==> src/rtl/jbd_pkg.sv <==
`timescale 1ns / 1ps
`default_nettype none

package jbd_pkg;

    localparam logic [7:0] ESC_BYTE     = 8'hFF;
    localparam logic [7:0] STUFF_CODE   = 8'h00;
    localparam logic [7:0] RESERVE_CODE = 8'h01;
    localparam logic [7:0] SDNORM_CODE  = 8'h02;
    localparam logic [7:0] SDRST_CODE   = 8'h03;
    localparam logic [7:0] ABORT_CODE   = 8'h04;
    localparam logic [7:0] NEWLEN_CODE  = 8'h05;
    localparam logic [7:0] ATMOVE_CODE  = 8'h06;
    localparam logic [7:0] COMMENT_CODE = 8'h07;

    typedef enum logic [1:0] {
        MARKER_NONE    = 2'd0,
        MARKER_NEWLEN  = 2'd1,
        MARKER_ATMOVE  = 2'd2,
        MARKER_COMMENT = 2'd3
    } marker_t;

    typedef struct packed {
        logic [7:0] bid_byte;
        logic       new_stripe;
    } bid_item_t;

    typedef struct packed {
        logic [7:0] scd_byte;
        logic       scd_valid;
        logic [1:0] marker_event;
        logic [2:0] end_status;
        logic       decode_error;
        logic       in_stripe;
    } scd_item_t;

endpackage

`default_nettype wire

==> src/rtl/jbd_in_stage.sv <==
`timescale 1ns / 1ps
`default_nettype none

module jbd_in_stage (
    input  wire logic               clk,
    input  wire logic               rst_n,
    input  wire logic               raw_valid,
    output logic                    raw_stall,
    input  wire jbd_pkg::bid_item_t raw_item,
    input  wire logic               advance,
    output logic                    held_valid,
    output jbd_pkg::bid_item_t      held_item
);

    logic               held_valid_reg;
    jbd_pkg::bid_item_t held_item_reg;

    // hold the byte until the decoder takes it
    assign raw_stall  = held_valid_reg && !advance;
    assign held_valid = held_valid_reg;
    assign held_item  = held_item_reg;

    always_ff @(posedge clk or negedge rst_n)
    begin
        if (!rst_n)
        begin
            held_valid_reg <= 1'b0;
        end
        else if (!raw_stall)
        begin
            held_valid_reg <= raw_valid;
        end
    end

    always_ff @(posedge clk)
    begin
        if (!raw_stall && raw_valid)
        begin
            held_item_reg <= raw_item;
        end
    end

endmodule

`default_nettype wire

==> src/rtl/jbd_decode.sv <==
`timescale 1ns / 1ps
`default_nettype none

module jbd_decode (
    input  wire logic               clk,
    input  wire logic               rst_n,
    input  wire logic               held_valid,
    input  wire jbd_pkg::bid_item_t held_item,
    input  wire logic               out_ready,
    output logic                    advance,
    output logic                    result_load,
    output jbd_pkg::scd_item_t      result
);

    logic       escape_pending_reg;
    logic       escape_pending_next;
    logic       stripe_active_reg;
    logic       stripe_active_next;
    logic [2:0] end_code_bits_reg;
    logic [2:0] end_code_bits_next;
    logic       error_seen_reg;
    logic       error_seen_next;
    logic       has_result;

    always_comb
    begin
        logic [7:0]       data;
        logic             valid;
        jbd_pkg::marker_t marker;
        logic [7:0]       b;

        b      = held_item.bid_byte;
        data   = 8'h00;
        valid  = 1'b1;
        marker = jbd_pkg::MARKER_NONE;
        has_result = 1'b1;

        escape_pending_next = escape_pending_reg;
        stripe_active_next  = stripe_active_reg;
        end_code_bits_next  = held_item.new_stripe ? 3'b000 : end_code_bits_reg;
        error_seen_next     = held_item.new_stripe ? 1'b0 : error_seen_reg;

        if (!escape_pending_reg)
        begin
            if (b == jbd_pkg::ESC_BYTE)
            begin
                escape_pending_next = 1'b1;
                has_result          = 1'b0;
            end
            else
            begin
                data = b;
            end
        end
        else
        begin
            escape_pending_next = 1'b0;
            if (b == jbd_pkg::STUFF_CODE)
            begin
                data = 8'hFF;
            end
            else if (b inside {jbd_pkg::SDNORM_CODE, jbd_pkg::SDRST_CODE,
                               jbd_pkg::ABORT_CODE})
            begin
                end_code_bits_next = end_code_bits_next | b[2:0];
            end
            else if (b inside {jbd_pkg::NEWLEN_CODE, jbd_pkg::ATMOVE_CODE,
                               jbd_pkg::COMMENT_CODE} && !stripe_active_reg)
            begin
                valid = 1'b0;
                case (b)
                    jbd_pkg::NEWLEN_CODE: marker = jbd_pkg::MARKER_NEWLEN;
                    jbd_pkg::ATMOVE_CODE: marker = jbd_pkg::MARKER_ATMOVE;
                    default:              marker = jbd_pkg::MARKER_COMMENT;
                endcase
            end
            else
            begin
                error_seen_next = 1'b1;
                data            = 8'hFF;
            end
        end

        // track the stripe flag only on returned bytes
        if (has_result && valid)
        begin
            stripe_active_next = (end_code_bits_next == 3'b000) && !error_seen_next;
        end

        result.scd_byte     = data;
        result.scd_valid    = valid;
        result.marker_event = marker;
        result.end_status   = end_code_bits_next;
        result.decode_error = error_seen_next;
        result.in_stripe    = stripe_active_next;
    end

    // a held escape needs no output slot
    assign advance     = held_valid && (out_ready || !has_result);
    assign result_load = advance && has_result;

    always_ff @(posedge clk or negedge rst_n)
    begin
        if (!rst_n)
        begin
            escape_pending_reg <= 1'b0;
            stripe_active_reg  <= 1'b0;
            end_code_bits_reg  <= 3'b000;
            error_seen_reg     <= 1'b0;
        end
        else if (advance)
        begin
            escape_pending_reg <= escape_pending_next;
            stripe_active_reg  <= stripe_active_next;
            end_code_bits_reg  <= end_code_bits_next;
            error_seen_reg     <= error_seen_next;
        end
    end

endmodule

`default_nettype wire

==> src/rtl/jbd_out_stage.sv <==
`timescale 1ns / 1ps
`default_nettype none

module jbd_out_stage (
    input  wire logic               clk,
    input  wire logic               rst_n,
    input  wire logic               result_load,
    input  wire jbd_pkg::scd_item_t result,
    output logic                    out_ready,
    output logic                    dec_valid,
    input  wire logic               dec_stall,
    output jbd_pkg::scd_item_t      dec_item
);

    logic               dec_valid_reg;
    jbd_pkg::scd_item_t dec_item_reg;

    assign out_ready = !dec_valid_reg || !dec_stall;
    assign dec_valid = dec_valid_reg;
    assign dec_item  = dec_item_reg;

    always_ff @(posedge clk or negedge rst_n)
    begin
        if (!rst_n)
        begin
            dec_valid_reg <= 1'b0;
        end
        else if (out_ready)
        begin
            dec_valid_reg <= result_load;
        end
    end

    always_ff @(posedge clk)
    begin
        if (out_ready && result_load)
        begin
            dec_item_reg <= result;
        end
    end

endmodule

`default_nettype wire

==> src/rtl/jbig_bid_destuffer_top.sv <==
`timescale 1ns / 1ps
`default_nettype none

// Channel   Handshake             Payload
// raw       raw_valid/raw_stall   raw_item (bid_item_t): bid_byte, new_stripe
// dec       dec_valid/dec_stall   dec_item (scd_item_t): scd_byte .. in_stripe
//
// One byte is taken every clock while raw_stall is low. Its result passes through
// the input register and then the result register around the decoder before it
// is offered on dec.
// A leading 0xFF gives no transaction on dec. Reset clears all status.
// A stall on dec holds the result register and, once the input register is
// also full with a byte that yields a result, stalls raw.

module jbig_bid_destuffer_top (
    input  wire logic               clk,
    input  wire logic               rst_n,
    input  wire logic               raw_valid,
    output logic                    raw_stall,
    input  wire jbd_pkg::bid_item_t raw_item,
    output logic                    dec_valid,
    input  wire logic               dec_stall,
    output jbd_pkg::scd_item_t      dec_item
);

    logic               held_valid;
    jbd_pkg::bid_item_t held_item;
    logic               advance;
    logic               out_ready;
    logic               result_load;
    jbd_pkg::scd_item_t result;

    jbd_in_stage u_in_stage (
        .clk        (clk),
        .rst_n      (rst_n),
        .raw_valid  (raw_valid),
        .raw_stall  (raw_stall),
        .raw_item   (raw_item),
        .advance    (advance),
        .held_valid (held_valid),
        .held_item  (held_item)
    );

    jbd_decode u_decode (
        .clk         (clk),
        .rst_n       (rst_n),
        .held_valid  (held_valid),
        .held_item   (held_item),
        .out_ready   (out_ready),
        .advance     (advance),
        .result_load (result_load),
        .result      (result)
    );

    jbd_out_stage u_out_stage (
        .clk         (clk),
        .rst_n       (rst_n),
        .result_load (result_load),
        .result      (result),
        .out_ready   (out_ready),
        .dec_valid   (dec_valid),
        .dec_stall   (dec_stall),
        .dec_item    (dec_item)
    );

endmodule

`default_nettype wire
==> config.mk <==
export PLATFORM = sky130hd
export DESIGN_NAME = jbig_bid_destuffer_top
export DESIGN_NICKNAME = d
export VERILOG_FILES = /design/src/rtl/jbd_pkg.sv /design/src/rtl/jbd_in_stage.sv /design/src/rtl/jbd_decode.sv /design/src/rtl/jbd_out_stage.sv /design/src/rtl/jbig_bid_destuffer_top.sv
export SDC_FILE = /design/constraint.sdc
export NUM_CORES = 1
export LEC_CHECK = 0
export BUFFER_PORTS_ARGS = -buffer_cell sky130_fd_sc_hd__buf_2
export CORE_MARGIN = 4
export CORE_UTILIZATION = 35
export CTS_CLUSTER_SIZE = 16
export DETAILED_ROUTE_END_ITERATION = 6
export GPL_ROUTABILITY_DRIVEN = 0
export GPL_TIMING_DRIVEN = 0
export MAX_ROUTING_LAYER = met4
export PLACE_DENSITY = 0.58
export SYNTH_ARGS = -nofsm -noshare
export SYNTH_HDL_FRONTEND = slang
export SYNTH_SLANG_ARGS = --single-unit
==> constraint.sdc <==
create_clock -name clk -period 2.5 [get_ports clk]
set_input_delay 0.5 -clock clk [delete_from_list [all_inputs] [get_ports clk]]
set_output_delay 0.5 -clock clk [all_outputs]
set_load 0.02 [all_outputs]
Word-level counts from Yosys, hierarchy flattened:

Index checks and enable logic that the tools add are counted.

* equality and inequality tests: 7
* muxes and demuxes: 24
* bitwise operators: 3
* reductions and logical operators: 22

Operators with widths (count)
* two-way mux 8 bit: 5
* equality test 8 x 3 -> 1 bit, second input constant: 4
* equality test 8 x 2 -> 1 bit, second input constant: 2
* two-way mux 1 bit: 14
* two-way mux 3 bit: 4
* equality test 8 bit, second input constant: 1
* logical AND 1 bit: 8
* zero test 8 bit: 1
* zero test 1 bit: 7
* nonzero test 3 bit: 2
* one-hot mux 2 bit (2 select lines): 1
* OR reduction 4 bit: 1
* zero test 3 bit: 1
* OR 3 bit: 1
* logical OR 1 bit: 2
* inverter 1 bit: 2

* flip-flop bits (word level): 33
* input port bits: 13
* output and inout bits: 18
* word-level logic and storage cells: 70

Longest topological paths before layout:

* word-level depth: 10
* gate-level depth with buffers: 5

Hierarchy:

From an unflattened synthesis, not the netlist that was laid out.

* cell total of the unflattened synthesis: 103
* area total of the unflattened synthesis: 1442.6 µm²

By module, submodules not included
* jbd_decode: instances 1, cells each 69, area each 586.8 µm², sequential area each 150.1 µm²
* jbd_out_stage: instances 1, cells each 20, area each 528.0 µm², sequential area each 505.5 µm²
* jbd_in_stage: instances 1, cells each 14, area each 327.8 µm², sequential area each 295.3 µm²

Worst setup path before layout:

OpenSTA, ideal clock, no wires.

* path type: reg2reg
* from: reg u_decode.escape_pending_reg
* to: reg u_decode.stripe_active_reg
* data arrival time: 1.897 ns
* required time: 2.375 ns
* setup slack: 0.479 ns
* cell stages (with the launch flop): 5
* buffers on the path: 1
* period minus slack after synthesis: 2.021 ns
* path through: dfrtp_1 -> clkbuf_1 -> nor3_2 -> nor2_1 -> mux2_2

* cells in the longest elaborated chain, start to end: 4
* elaborated cells on any way between the ends: 12

Ends and longest elaborated chain
* from (decl): RTL line jbd_decode.sv:15 `logic escape_pending_reg;`
* from (signal assigned): RTL line jbd_decode.sv:113 `escape_pending_reg <= escape_pending_next;`
* two-way mux 3 bit or two-way mux 1 bit (tied branches): RTL line jbd_decode.sv:43 `if (!escape_pending_reg)`
* zero test 3 bit (tied with other cells): RTL line jbd_decode.sv:87 `stripe_active_next = (end_code_bits_next == 3'b000) && !error_seen_next;`
* logical AND 1 bit or logical OR 1 bit (tied branches): RTL line jbd_decode.sv:87, jbd_decode.sv:99
* two-way mux 1 bit or logical AND 1 bit (tied branches): RTL line jbd_decode.sv:85, jbd_decode.sv:99
* to (signal assigned): RTL line jbd_decode.sv:114 `stripe_active_reg <= stripe_active_next;`
* to (decl): RTL line jbd_decode.sv:17 `logic stripe_active_reg;`

Several ways; a longest one is shown, not always the timed one.
A chain may end at the register's enable or synchronous reset.

Worst setup path after layout:

Ends and elaborated chain as after synthesis.

==> metrics.txt <==
Post-Synth Adder-Cell Area=0; final worst setup slack=0.145 ns; vias in the first global route=836; unrepaired setup endpoints after global routing=false; layout cell share with drive strength beyond 1=0.314; worst slew pin tran=1.24 ns; All-Layer GR Usage=0.0993; FFs w/ async S/R, synth=0.242; Pre-Repair DR Iteration Count=4; Critical Path AT=2.52 ns; most frequent cell after synthesis=edfxtp_1; Setup Buffers After CTS=0; sequential share of the synthesized area=0.700; leakage=0.649 nW; CTS Hold Bufs=0; Hold Vio Cnt, Final=0; area share of the largest cell type after synthesis=0.553; CP max FO=17; clk buf depth=2; Routed WL per cell=11.6 um; Max-cap violations=0; clk sinks=33; Die Y=70.3 um; Die W=70.3 um; via count=907; total number of yosys warnings=0; Hold Path Class=input pin to asynchronous set/reset pin; top-level port count=31; total grt overflow=0; DIE AREA=4940 um2; antenna fix cells=0; Initial Util=0.365; Fillers=354; Post-Syn Area per Cell=13.3 um2; num rows=22; Clock transition at path regs=0.06 ns; post-synth cell types=26; Mapped Cells=102; total wire length=2.19 mm; Final nets=152; top_reg_cell synth=edfxtp_1; register area=951 um2; portion of netlist area occupied by mux cells=0.0249; Clk Latency, worst-skew pair=0.28 ns; Peak supply drop=0.215 mV; Post-Syn Area=1360 um2; CTS Buf Count=5; htree depth=2; P per Cell Area=669 nW/um2; Placement Setup Slack=0.102 ns; P&R area growth vs syn=21.5%; met3 Use GR=0.0460; fmax=425 MHz; post_cts resized=0; Final Util=0.444; most area-hungry cell type in the Yosys netlist=edfxtp_1; met1 Use GR=0.108; status=completed; Setup crit start kind=register; DRC Markers=0; Core Area=3720 um2; post-route ant nets=0; xor-xnor portion of the synthesized cell area=0; Worst setup EP type=register; flops & latches, synth=33; CTS tree=done; final setup violation count=0; syn nets=115; Most Crowded Layer GR=met2; setup tns final=0 ns; Final Skew=0.00285 ns; WP data required=2.67 ns; Multi-input gate area=350 um2; Final period util=0.942; Slew Viols, Final=0; detailed-placement wirelength estimate=1.63 mm; initial antenna violation count=0; first-pass GRT wire length=3.64 mm; Root Buffer=clkbuf_8; largest family of logic cells by synthesized area=simple AND/OR/NAND/NOR gates; Final min period=2.35 ns; met2 Use GR=0.144; commonest cells in the netlist=edfxtp_1 (25), o21ai_0 (16), inv_1 (14), dfrtp_1 (8), nand4_1 (4); vias per cell=4.82; input/output buffers=30; largest net degree at the start of global routing=18; WS Path Type=register to register; Largest register FFs=16; Synth area leaders=edfxtp_1 (55%), dfrtp_1 (15%), o21ai_0 (5.9%), inv_1 (3.9%), mux2_2 (2.5%); Iteration-0 DRC Markers=80; Post-synth EDFFs=25; post-synthesis simple-gate area fraction=0.118; compound-cell area share of the yosys netlist=0.115; Worst slew margin=0.169
[report_power, final]
group          switching (mW)  internal, mW  leakage, nW  total (mW)
clock                   0.171         0.187       0.0430       0.357
combinational          0.0673        0.0335        0.270       0.101
sequential             0.0156         0.629        0.336       0.645
[cell type report]
| cell class | count | area share |
|---|---|---|
| clock buffer | 5 | 0.0417 |
| timing repair buffer | 30 | 0.0910 |
| buffer | 1 | 0.00228 |
| inverter | 14 | 0.0319 |
| tap | 48 | 0.0364 |
| sequential | 33 | 0.577 |
| clock inverter | 3 | 0.00759 |
| multi-input combinational | 54 | 0.212 |
[worst max-delay path: stages (launching register included)]
cell and delay, ns:
dfrtp_1 0.32, clkbuf_1 0.35, nor3_2 0.18, nor2_1 0.97, mux2_2 0.42
[logic make-up (layout without fill, tap and decap cells)]
family / Yosys count / in the layout
and+or+nand+nor: 25 / 25
buffers and inverters: 15 / 53
AOI/OAI and AO/OA: 26 / 26
muxes: 3 / 3
DFF: 33 / 33
[worst paths after layout]
check	slack [ns]	start	cells past startpoint	to
max reg2reg	0.15	u_decode.escape_pending_reg$_DFFE_PN0N_	4	u_decode.stripe_active_reg$_DFFE_PN0N_
min	0.05	rst_n	1	u_decode.end_code_bits_reg[0]$_DFFE_PN0N_
min reg2reg	0.52	u_decode.end_code_bits_reg[2]$_DFFE_PN0N_	1	u_decode.end_code_bits_reg[2]$_DFFE_PN0N_
min in group clk	0.39	raw_item[2]	1	u_in_stage.held_item[2]$_DFFE_PP_
max in group asynchronous	2.28	rst_n	1	u_in_stage.held_valid$_DFFE_PN0N_
max	0.15	u_decode.escape_pending_reg$_DFFE_PN0N_	4	u_decode.stripe_active_reg$_DFFE_PN0N_
[cell usage in the layout (no fill, tap or decap)]
cell type	netlist	final
inv_1	14	14
nor2b_1	1	1
nand2b_1	3	3
nand3_1	1	1
o21ai_2	1	1
buf_2	0	30
nor3_1	1	1
o211ai_1	1	1
or3_1	1	1
or4_4	2	2
and2_1	1	1
clkbuf_1	1	1
clkbuf_8	0	5
nand2b_4	1	1
o311ai_0	1	1
a22o_1	1	1
nand4_1	4	4
o21ai_0	16	16
nand2_1	3	3
o22ai_1	1	1
nor4_1	3	3
a21oi_1	2	2
nor3_2	1	1
dfrtp_1	8	8
edfxtp_1	25	25
o2bb2ai_1	3	3
nor2_1	3	3
clkinv_1	0	2
clkinv_2	0	1
mux2_2	3	3
[metrics by stage]
step	hold slack [ns]	area (um2)	std cells	total power, mW
floorplan	0.204	1360	102	0.719
global placement	0.351	1570	180	0.756
detailed placement	0.353	1570	180	0.758
CTS	0.0520	1650	188	1.12
global route	0.0478	1650	188	1.16
finish	0.0521	1650	188	1.10
[routing by layer]
layer / share of wire / vias to the layer above
li1: - / 451
met1: 0.44 / 415
met2: 0.45 / 34
met3: 0.078 / 7
met4: 0.026 / 0
met5: 0 / -
Power figures use the tool's default switching activity.
